$ cat src/hw/rtl/thsup_pkg.sv
package thsup_pkg;

  localparam int CFG_W = 16;
  localparam int CFG_IDX_W = 3;

  localparam logic [CFG_IDX_W-1:0] CFG_LOWER_OP_LIMIT   = 3'd0;
  localparam logic [CFG_IDX_W-1:0] CFG_UPPER_OP_LIMIT   = 3'd1;
  localparam logic [CFG_IDX_W-1:0] CFG_HEATER_ON_MARGIN = 3'd2;
  localparam logic [CFG_IDX_W-1:0] CFG_HYSTERESIS       = 3'd3;
  localparam logic [CFG_IDX_W-1:0] CFG_SWITCHOFF_MARGIN = 3'd4;
  localparam logic [CFG_IDX_W-1:0] CFG_SOURCES_PRESENT  = 3'd5;
  localparam logic [CFG_IDX_W-1:0] CFG_INITIAL_TARGET   = 3'd6;

  localparam logic [1:0] KIND_SAMPLE = 2'd0;
  localparam logic [1:0] KIND_SET    = 2'd1;
  localparam logic [1:0] KIND_IGNORE = 2'd2;

  localparam logic [1:0] TGT_HEATING = 2'd0;
  localparam logic [1:0] TGT_OP      = 2'd1;
  localparam logic [1:0] TGT_IGNORE  = 2'd2;

  localparam logic [2:0] NT_IGNORE   = 3'd2;
  localparam logic [2:0] NT_LAST_OK  = 3'd2;

  localparam logic [1:0] SET_OK      = 2'd0;
  localparam logic [1:0] SET_REFUSED = 2'd1;
  localparam logic [1:0] SET_INVALID = 2'd2;

  localparam logic [1:0] REQ_NONE    = 2'd0;
  localparam logic [1:0] REQ_ON      = 2'd1;
  localparam logic [1:0] REQ_OFF     = 2'd2;

  localparam logic [2:0] CS_UNKNOWN  = 3'd0;
  localparam logic [2:0] CS_LOW      = 3'd1;
  localparam logic [2:0] CS_OP       = 3'd2;
  localparam logic [2:0] CS_HIGH     = 3'd3;
  localparam logic [2:0] CS_LOW_IGN  = 3'd4;
  localparam logic [2:0] CS_OP_IGN   = 3'd5;
  localparam logic [2:0] CS_HIGH_IGN = 3'd6;

  localparam logic [2:0] CS_IGN_OFFSET = 3'd3;

  typedef struct packed {
    logic [CFG_W-1:0] lower_op_limit;
    logic [CFG_W-1:0] upper_op_limit;
    logic [CFG_W-1:0] heater_on_margin;
    logic [CFG_W-1:0] hysteresis;
    logic [CFG_W-1:0] switchoff_margin;
    logic [3:0]       sources_present;
    logic [1:0]       initial_target;
  } cfg_t;

  function automatic logic [2:0] ignored_of(input logic [2:0] s);
    logic [2:0] r;
    case (s) inside
      [CS_LOW:CS_HIGH]:         r = s + CS_IGN_OFFSET;
      [CS_LOW_IGN:CS_HIGH_IGN]: r = s;
      default:                  r = CS_UNKNOWN;
    endcase
    return r;
  endfunction

endpackage

$ cat src/hw/rtl/thsup_cfg.sv
module thsup_cfg (
  input  logic                                   clk,
  input  logic                                   rst,
  input  logic                                   cfg_valid,
  input  logic [thsup_pkg::CFG_IDX_W-1:0]        cfg_index,
  input  logic [thsup_pkg::CFG_W-1:0]            cfg_data,
  output thsup_pkg::cfg_t                        cfg
);

  always_ff @(posedge clk) begin
    if (rst) begin
      cfg.lower_op_limit   <= 16'sd0;
      cfg.upper_op_limit   <= 16'd640;
      cfg.heater_on_margin <= 16'd16;
      cfg.hysteresis       <= 16'd16;
      cfg.switchoff_margin <= 16'd16;
      cfg.sources_present  <= 4'hf;
      cfg.initial_target   <= thsup_pkg::TGT_OP;
    end else if (cfg_valid) begin
      case (cfg_index)
        thsup_pkg::CFG_LOWER_OP_LIMIT:   cfg.lower_op_limit   <= cfg_data;
        thsup_pkg::CFG_UPPER_OP_LIMIT:   cfg.upper_op_limit   <= cfg_data;
        thsup_pkg::CFG_HEATER_ON_MARGIN: cfg.heater_on_margin <= cfg_data;
        thsup_pkg::CFG_HYSTERESIS:       cfg.hysteresis       <= cfg_data;
        thsup_pkg::CFG_SWITCHOFF_MARGIN: cfg.switchoff_margin <= cfg_data;
        thsup_pkg::CFG_SOURCES_PRESENT:  cfg.sources_present  <= cfg_data[3:0];
        thsup_pkg::CFG_INITIAL_TARGET:   cfg.initial_target   <= cfg_data[1:0];
        default: ;
      endcase
    end
  end

endmodule

$ cat src/hw/rtl/thsup_core.sv
module thsup_core #(
  parameter int TEMP_WIDTH = 16,
  localparam int SrcW = TEMP_WIDTH + 1,
  localparam int ItemW = 4 * SrcW + 3
) (
  input  logic                         clk,
  input  logic                         rst,
  input  logic                         adv,
  input  logic [1:0]                   kind,
  input  logic [ItemW-1:0]             item,
  input  thsup_pkg::cfg_t              cfg,
  output logic [TEMP_WIDTH-1:0]        selected_temp,
  output logic                         temp_valid,
  output logic [2:0]                   component_state,
  output logic [1:0]                   heater_request,
  output logic [1:0]                   target_now,
  output logic [1:0]                   set_status,
  output logic [TEMP_WIDTH-1:0]        min_seen,
  output logic [TEMP_WIDTH-1:0]        max_seen
);

  localparam int TW = TEMP_WIDTH;
  localparam int CW = (TW > thsup_pkg::CFG_W) ? TW : thsup_pkg::CFG_W;

  function automatic logic [TW-1:0] lim_of(input logic [thsup_pkg::CFG_W-1:0] v);
    logic [CW-1:0] e;
    e = CW'(v);
    return e[TW-1:0];
  endfunction

  logic                 heating, heating_next;
  logic [1:0]           target_code, target_code_next;
  logic                 overridden, overridden_next;
  logic [2:0]           state_code, state_code_next;
  logic [1:0]           request_code, request_code_next;
  logic [TW-1:0]        last_temp, last_temp_next;
  logic                 last_valid, last_valid_next;
  logic [TW-1:0]        min_temp, min_temp_next;
  logic [TW-1:0]        max_temp, max_temp_next;
  logic [1:0]           status, status_next;

  logic                 found;
  logic signed [TW-1:0] t, lo, hi, hom, hys, swm;
  logic signed [TW:0]   off_th;
  logic signed [TW+1:0] on_th, t_x;
  logic [1:0]           tgt;
  logic [2:0]           cls;
  logic [2:0]           nt;

  assign tgt = overridden ? target_code : cfg.initial_target;
  assign nt  = item[4*SrcW +: 3];
  assign lo  = lim_of(cfg.lower_op_limit);
  assign hi  = lim_of(cfg.upper_op_limit);
  assign hom = lim_of(cfg.heater_on_margin);
  assign hys = lim_of(cfg.hysteresis);
  assign swm = lim_of(cfg.switchoff_margin);

  always_comb begin
    found = 1'b0;
    t     = '0;
    for (int i = 3; i >= 0; i--) begin
      if (cfg.sources_present[i] && item[i*SrcW + TW]) begin
        found = 1'b1;
        t     = item[i*SrcW +: TW];
      end
    end
  end

  assign t_x    = $signed({{2{t[TW-1]}}, t});
  assign off_th = $signed({hi[TW-1], hi}) - $signed({swm[TW-1], swm});
  assign on_th  = $signed({{2{lo[TW-1]}}, lo}) + $signed({{2{hom[TW-1]}}, hom})
                + (heating ? $signed({{2{hys[TW-1]}}, hys}) : $signed((TW+2)'(0)));

  always_comb begin
    if (t < lo) begin
      cls = thsup_pkg::CS_LOW;
    end else if (t < hi) begin
      cls = thsup_pkg::CS_OP;
    end else begin
      cls = thsup_pkg::CS_HIGH;
    end
  end

  always_comb begin
    heating_next      = heating;
    target_code_next  = target_code;
    overridden_next   = overridden;
    state_code_next   = state_code;
    request_code_next = request_code;
    last_temp_next    = last_temp;
    last_valid_next   = last_valid;
    min_temp_next     = min_temp;
    max_temp_next     = max_temp;
    status_next       = thsup_pkg::SET_OK;
    case (kind)
      thsup_pkg::KIND_SAMPLE: begin
        if (!found) begin
          last_temp_next    = '0;
          last_valid_next   = 1'b0;
          state_code_next   = thsup_pkg::CS_UNKNOWN;
          request_code_next = thsup_pkg::REQ_NONE;
        end else begin
          last_temp_next  = t;
          last_valid_next = 1'b1;
          if (t < $signed(min_temp)) min_temp_next = t;
          if (t > $signed(max_temp)) max_temp_next = t;
          if (tgt == thsup_pkg::TGT_IGNORE) begin
            state_code_next   = thsup_pkg::ignored_of(cls);
            heating_next      = 1'b0;
            request_code_next = thsup_pkg::REQ_NONE;
          end else begin
            state_code_next = cls;
            if ($signed({t[TW-1], t}) > off_th) begin
              heating_next      = 1'b0;
              request_code_next = thsup_pkg::REQ_OFF;
            end else if (t_x < on_th) begin
              heating_next      = 1'b1;
              request_code_next = thsup_pkg::REQ_ON;
            end else begin
              heating_next      = 1'b0;
              request_code_next = thsup_pkg::REQ_NONE;
            end
          end
        end
      end
      thsup_pkg::KIND_SET: begin
        if (tgt == thsup_pkg::TGT_OP && nt != thsup_pkg::NT_IGNORE) begin
          status_next = thsup_pkg::SET_REFUSED;
        end else if (nt > thsup_pkg::NT_LAST_OK) begin
          status_next = thsup_pkg::SET_INVALID;
        end else begin
          target_code_next = nt[1:0];
          overridden_next  = 1'b1;
        end
      end
      thsup_pkg::KIND_IGNORE: begin
        state_code_next = thsup_pkg::ignored_of(state_code);
      end
      default: ;
    endcase
  end

  always_ff @(posedge clk) begin
    if (rst) begin
      heating      <= 1'b0;
      target_code  <= thsup_pkg::TGT_HEATING;
      overridden   <= 1'b0;
      state_code   <= thsup_pkg::CS_UNKNOWN;
      request_code <= thsup_pkg::REQ_NONE;
      last_temp    <= '0;
      last_valid   <= 1'b0;
      min_temp     <= {1'b0, {(TW-1){1'b1}}};
      max_temp     <= {1'b1, {(TW-1){1'b0}}};
      status       <= thsup_pkg::SET_OK;
    end else if (adv) begin
      heating      <= heating_next;
      target_code  <= target_code_next;
      overridden   <= overridden_next;
      state_code   <= state_code_next;
      request_code <= request_code_next;
      last_temp    <= last_temp_next;
      last_valid   <= last_valid_next;
      min_temp     <= min_temp_next;
      max_temp     <= max_temp_next;
      status       <= status_next;
    end
  end

  assign selected_temp   = last_temp;
  assign temp_valid      = last_valid;
  assign component_state = state_code;
  assign heater_request  = request_code;
  assign target_now      = tgt;
  assign set_status      = status;
  assign min_seen        = min_temp;
  assign max_seen        = max_temp;

endmodule

$ cat src/hw/rtl/thermal_component_heater_supervisor_top.sv
// Heater supervisor for one heated component.
// Input stream (s_axis_*): one item per transfer. tuser carries the item kind
// (sample, set target, mark ignored); tdata carries four readings with their
// valid flags and the requested target.
// Output stream (m_axis_*): exactly one result per input item, in order.
// Configuration channel (cfg_*): one register write per transfer, always ready;
// write only while no item is in flight. Indexes past the last register drop.
// Path: an accepted item waits in the input register until the result register
// is free or being taken, then its result is registered and offered on m_axis.
// Throughput: one item per cycle while m_axis_tready is high; all work is a priority
// select, a few extended-width adds and compares between input and result registers.
// Stall: when m_axis_tready is low the result holds and the input register
// keeps one more item; s_axis_tready drops only when both are occupied.
// Reset (rst, synchronous): configuration returns to its defaults, state goes
// to unknown with no heater request, min/max tracking restarts, no valids.
module thermal_component_heater_supervisor_top #(
  parameter int TEMP_WIDTH = 16,
  localparam int SrcW = TEMP_WIDTH + 1,
  localparam int ItemW = 4 * SrcW + 3,
  localparam int InW = ((ItemW + 7) / 8) * 8,
  localparam int ResW = 3 * TEMP_WIDTH + 10,
  localparam int OutW = ((ResW + 7) / 8) * 8
) (
  input  logic                                clk,
  input  logic                                rst,
  input  logic                                s_axis_tvalid,
  output logic                                s_axis_tready,
  // primary_temp, primary_valid, backup1_temp, backup1_valid, backup2_temp,
  // backup2_valid, module_temp, module_valid, new_target, zero fill
  input  logic [InW-1:0]                      s_axis_tdata,
  // kind
  input  logic [1:0]                          s_axis_tuser,
  output logic                                m_axis_tvalid,
  input  logic                                m_axis_tready,
  // selected_temp, temp_valid, component_state, heater_request, target_now,
  // set_status, min_seen, max_seen, zero fill
  output logic [OutW-1:0]                     m_axis_tdata,
  input  logic                                cfg_valid,
  output logic                                cfg_ready,
  input  logic [thsup_pkg::CFG_IDX_W-1:0]     cfg_index,
  input  logic [thsup_pkg::CFG_W-1:0]         cfg_data
);

  thsup_pkg::cfg_t cfg;

  logic                  in_vld;
  logic [ItemW-1:0]      in_item;
  logic [1:0]            in_kind;
  logic                  out_vld;
  logic                  adv;

  logic [TEMP_WIDTH-1:0] selected_temp;
  logic                  temp_valid;
  logic [2:0]            component_state;
  logic [1:0]            heater_request;
  logic [1:0]            target_now;
  logic [1:0]            set_status;
  logic [TEMP_WIDTH-1:0] min_seen;
  logic [TEMP_WIDTH-1:0] max_seen;

  assign cfg_ready     = 1'b1;
  assign adv           = in_vld && (!out_vld || m_axis_tready);
  assign s_axis_tready = !in_vld || adv;

  always_ff @(posedge clk) begin
    if (rst) begin
      in_vld  <= 1'b0;
      out_vld <= 1'b0;
    end else begin
      if (s_axis_tready) in_vld <= s_axis_tvalid;
      if (adv) begin
        out_vld <= 1'b1;
      end else if (m_axis_tready) begin
        out_vld <= 1'b0;
      end
    end
  end

  always_ff @(posedge clk) begin
    if (s_axis_tready && s_axis_tvalid) begin
      in_item <= s_axis_tdata[ItemW-1:0];
      in_kind <= s_axis_tuser;
    end
  end

  thsup_cfg u_cfg (
    .clk       (clk),
    .rst       (rst),
    .cfg_valid (cfg_valid),
    .cfg_index (cfg_index),
    .cfg_data  (cfg_data),
    .cfg       (cfg)
  );

  thsup_core #(
    .TEMP_WIDTH (TEMP_WIDTH)
  ) u_core (
    .clk             (clk),
    .rst             (rst),
    .adv             (adv),
    .kind            (in_kind),
    .item            (in_item),
    .cfg             (cfg),
    .selected_temp   (selected_temp),
    .temp_valid      (temp_valid),
    .component_state (component_state),
    .heater_request  (heater_request),
    .target_now      (target_now),
    .set_status      (set_status),
    .min_seen        (min_seen),
    .max_seen        (max_seen)
  );

  assign m_axis_tvalid = out_vld;
  assign m_axis_tdata  = OutW'({max_seen, min_seen, set_status, target_now,
                                heater_request, component_state, temp_valid,
                                selected_temp});

endmodule
$ cat config.mk
export PLATFORM = sky130hd
export DESIGN_NAME = thermal_component_heater_supervisor_top
export DESIGN_NICKNAME = d
export VERILOG_FILES = /design/src/hw/rtl/thsup_pkg.sv /design/src/hw/rtl/thsup_cfg.sv /design/src/hw/rtl/thsup_core.sv /design/src/hw/rtl/thermal_component_heater_supervisor_top.sv
export SDC_FILE = /design/constraint.sdc
export NUM_CORES = 1
export LEC_CHECK = 0
export BUFFER_PORTS_ARGS = -buffer_cell sky130_fd_sc_hd__buf_2
export CELL_PAD_IN_SITES_DETAIL_PLACEMENT = 1
export CELL_PAD_IN_SITES_GLOBAL_PLACEMENT = 1
export CORE_ASPECT_RATIO = 1.4
export CORE_MARGIN = 10
export CORE_UTILIZATION = 45
export CTS_CLUSTER_SIZE = 30
export DETAILED_ROUTE_END_ITERATION = 7
export GPL_TIMING_DRIVEN = 1
export PLACE_DENSITY_LB_ADDON = 0.2
export SYNTH_ARGS = -nofsm -noshare
export SYNTH_HDL_FRONTEND = slang
export SYNTH_SLANG_ARGS = --single-unit
export TNS_END_PERCENT = 50
$ cat constraint.sdc
create_clock -name clk -period 10 [get_ports clk]
set_input_delay 1 -clock clk [delete_from_list [all_inputs] [get_ports clk]]
set_output_delay 1 -clock clk [all_outputs]
set_load 0.005 [all_outputs]
==> summary.md <==
| Metric | Value |
|---|---|
| Static Leak | `6.315 nW` |
| CTS tree | `built` |
| Clock slew at reported path FFs | `70 ps` |
| Setup TNS | `0 ps` |
| Worst-Skew Late Latency | `540 ps` |
| Clock skew | `24.66 ps` |
| Worst slew pin tran | `979.5 ps` |
| Chip Height | `221.5 um` |
| Initial core utilization | `45.82%` |
| Average wire per cell in the routed design | `21.01 um` |
| Avg Vias per Cell | `5.581` |
| Root buffer cell | `clkbuf_16` |
| RR Endpoint | `u_core.heating$_SDFFE_PP0P_` |
| Power per cell area | `149.5 mW/mm^2` |
| Min Tclk post-route | `5294 ps` |
| Period utilization | `52.94%` |
| Clk sink count | `221` |
| Max Slew Vio Count | `0` |
| Core region area | `0.02850 mm^2` |
| CP Capture Type | `flop` |
| H-tree depth | `1` |
| Post-synthesis sequential area ratio | `39.48%` |
| Crit-path slowest cell | `fa_1` |
| Port bufs | `156` |
| Hold-fix buffers, CTS | `0` |
| # diodes | `0` |
| Routed wire length | `41620 um` |
| WS Path Type | `flop to flop` |
| RSZ-0062 raised after global routing | `no` |
| GP Congestion | `0.8579` |
| Fmax | `188.9 MHz` |
| DRC viols | `0` |
| Row count | `73` |
| Rel. slew slack | `34.52%` |
| FF-to-FF setup slack | `4710 ps` |
| Drt pass-1 iters | `5` |
| Fillers | `3432` |
| Area growth syn-to-layout | `13.55%` |
| Worst setup endpoint | `u_core.heating$_SDFFE_PP0P_` |
| Share of layout cells above drive strength 1 | `14.32%` |
| Startpoint types | `flop` |
| Vias | `11.06k` |
| Remaining antenna violation count | `0` |
| R2r worst-path depth | `25` |
| CP max FO | `3` |
| Cell Area, Synth | `0.01306 mm^2` |
| First-pass GRT wire length | `64360 um` |
| Post-synth EDFFs | `73` |
| Post-Syn Instances | `1455` |
| PostCTS Resize Cnt | `0` |
| Total gr overflow | `0` |
| Max Cap Viol | `0` |
| Die W | `164.0 um` |
| Nets | `1839` |
| Dominant synthesized flop cell | `dfxtp_1` |
| Average size of a mapped cell | `8.973 um^2` |
| CTS max path bufs | `3` |
| Clock buffer count from CTS | `24` |
| Warnings from Yosys | `0` |
| Iteration-0 DRC Markers | `467` |
| Final setup fails | `0` |
| DPL Wire Length | `31580 um` |
| Post-synth cell types | `76` |
| Full die area | `0.03632 mm^2` |
| Maximum VDD drop | `0.1813 mV` |
| Post-synth ARST share | `0%` |
| Crit path launch | `u_cfg.cfg[70]$_SDFFE_PP0P_` |
| Final Core Density | `52.02%` |
| Hold Path Class | `flop to flop` |
| Largest net degree at the start of global routing | `84` |
| # IOs | `165` |
| FF-to-FF Start | `u_cfg.cfg[70]$_SDFFE_PP0P_` |
| Vias in the first global route | `11.92k` |
| Final Hold Fails | `0` |
| WP data required | `10470 ps` |
| GRT Util Overall | `22.32%` |
| Synth Register Bits | `221` |
| Critical Path Max Stage Delay | `400 ps` |
| Setup repair bufs after CTS | `0` |
| Crit path DAT | `5760 ps` |
| Outcome | `finished, final reports clean` |
| Initial antenna violation count | `0` |
==> critical path: cells and delay by family, from the launching register on <==
kind,cells,cell delay [ps]
compound gates,14,2580
xor+xnor,2,410
fa+ha+maj,4,1150
buf+inv,1,60
flops,1,350
simple gates,4,650
==> routing by layer <==
metal,global-route usage (%),wire length [um]
met5,0,0
met4,9.133,1761
met3,6.169,2703
met2,41.09,21500
met1,22.91,15660
==> state kept, by name (all words and copies together) (netlist names) <==
register	cells
u_core.max_seen	16
in_kind	2
u_core.target_code	2
u_core.temp_valid	1
u_core.selected_temp	16
in_vld	1
u_core.heater_request	2
u_cfg.cfg	86
u_core.heating	1
u_core.component_state	3
m_axis_tvalid	1
u_core.set_status	2
u_core.min_seen	16
in_item	71
u_core.overridden	1
==> Yosys cell counts, drive strengths merged, types with 3 or more instances <==
cell type | count | share of area, %
xor2 | 16 | 1.1
nor3 | 14 | 0.62
nand2b | 16 | 0.82
mux2i | 4 | 0.31
inv | 133 | 3.8
and4 | 3 | 0.20
buf | 14 | 0.94
dfxtp | 148 | 23
o21ai | 58 | 2.3
a2bb2oi | 15 | 1.4
or2 | 5 | 0.26
o21a | 29 | 1.7
o21bai | 5 | 0.29
and3 | 9 | 0.43
nor2 | 96 | 2.8
clkbuf | 45 | 1.3
nor3b | 4 | 0.23
a2111oi | 3 | 0.25
nand3 | 22 | 0.84
nand2 | 207 | 6.0
ha | 149 | 14
a21oi | 130 | 5.1
o31ai | 7 | 0.44
mux2 | 18 | 1.6
or3 | 13 | 0.62
a211o | 8 | 0.54
a21o | 25 | 1.4
o22ai | 3 | 0.14
nand3b | 9 | 0.52
a221o | 15 | 1.1
o211ai | 9 | 0.52
nor2b | 17 | 0.87
fa | 3 | 0.46
and2 | 25 | 1.2
nor4 | 5 | 0.24
edfxtp | 73 | 17
nand4 | 11 | 0.53
a31oi | 17 | 0.81
o2111ai | 4 | 0.27
xnor2 | 21 | 1.4
a22oi | 19 | 1.1
a211oi | 4 | 0.23
==> metrics by stage <==
step / setup WS [ps] / total power [mW] / instances / area, um^2 / hold slack, ps
after floorplan: 5672 / 1.238 / 1460 / 13080 / 431.7
after global placement: 4975 / 1.354 / 1938 / 14080 / 438.6
after detailed placement: 4847 / 1.374 / 1938 / 14080 / 446.2
after CTS: 4786 / 2.236 / 1981 / 14830 / 455.2
after global routing: 4256 / 2.317 / 1981 / 14830 / 472.5
final: 4706 / 2.216 / 1981 / 14830 / 453.8
==> kinds of logic (layout without fill, tap and decap cells) <==
logic type / count (synthesis) / count (layout) / synth area share [%]
compound gates: 369 / 369 / 18.97
xor+xnor: 37 / 37 / 2.482
fa+ha+maj: 152 / 152 / 14.74
buf+inv: 192 / 338 / 6.056
flops: 221 / 221 / 39.48
mux: 22 / 22 / 1.859
other cells: 2 / 7 / 0.05752
simple gates: 460 / 460 / 16.36
==> cell usage in the layout (no fill, tap or decap), types with 11 or more instances in the layout <==
| master | Yosys | final |
|---|---|---|
| a221o_1 | 15 | 15 |
| inv_1 | 133 | 133 |
| nand3_1 | 22 | 22 |
| nand4_1 | 11 | 11 |
| a21o_1 | 25 | 25 |
| nor3_1 | 13 | 13 |
| nand2b_1 | 15 | 15 |
| dfxtp_1 | 148 | 148 |
| nand2_1 | 207 | 207 |
| a21oi_1 | 129 | 129 |
| buf_2 | 1 | 155 |
| edfxtp_1 | 73 | 73 |
| o21ai_0 | 54 | 53 |
| or3_1 | 13 | 13 |
| clkbuf_16 | 0 | 25 |
| a22oi_1 | 19 | 19 |
| nor2b_1 | 16 | 16 |
| nor2_1 | 96 | 96 |
| and2_1 | 25 | 24 |
| a31oi_1 | 17 | 17 |
| ha_1 | 149 | 149 |
| o21a_1 | 29 | 29 |
| xor2_1 | 16 | 16 |
| xnor2_1 | 21 | 21 |
==> where the power goes <==
part           total [mW]  switching (mW)  internal (mW)  leakage (nW)
clock               0.859           0.368          0.490         0.361
sequential          0.978          0.0171          0.961          1.91
combinational       0.379           0.236          0.143          4.04
total                2.22           0.622           1.59          6.31
==> cell type report <==
type / count / area [um^2] / share of cell area, %
Multi-Input combinational cell: 1047 / 7131 / 48.10
Sequential cell: 221 / 5155 / 34.77
Timing Repair Buffer: 162 / 828.3 / 5.587
Clock buffer: 33 / 665.6 / 4.490
Inverter: 133 / 499.2 / 3.367
Tap cell: 375 / 469.2 / 3.165
Clock inverter: 10 / 77.57 / 0.5232
==> how the worst min path moves through the flow <==
stage / startpoint / to / slack (ps) / cells after the start
finish: u_cfg.cfg[24]$_SDFFE_PP0P_ / u_cfg.cfg[24]$_SDFFE_PP0P_ / 450 / 2
global placement: u_core.heater_request[1]$_SDFFE_PP0P_ / u_core.heater_request[1]$_SDFFE_PP0P_ / 440 / 2
detailed placement: u_cfg.cfg[24]$_SDFFE_PP0P_ / u_cfg.cfg[24]$_SDFFE_PP0P_ / 450 / 2
floorplan: u_cfg.cfg[22]$_SDFFE_PP0P_ / u_cfg.cfg[22]$_SDFFE_PP0P_ / 430 / 2
global route: u_cfg.cfg[37]$_SDFFE_PP0P_ / u_cfg.cfg[37]$_SDFFE_PP0P_ / 470 / 2
CTS: u_cfg.cfg[24]$_SDFFE_PP0P_ / u_cfg.cfg[24]$_SDFFE_PP0P_ / 460 / 2
(Power assumes the default switching activity.)
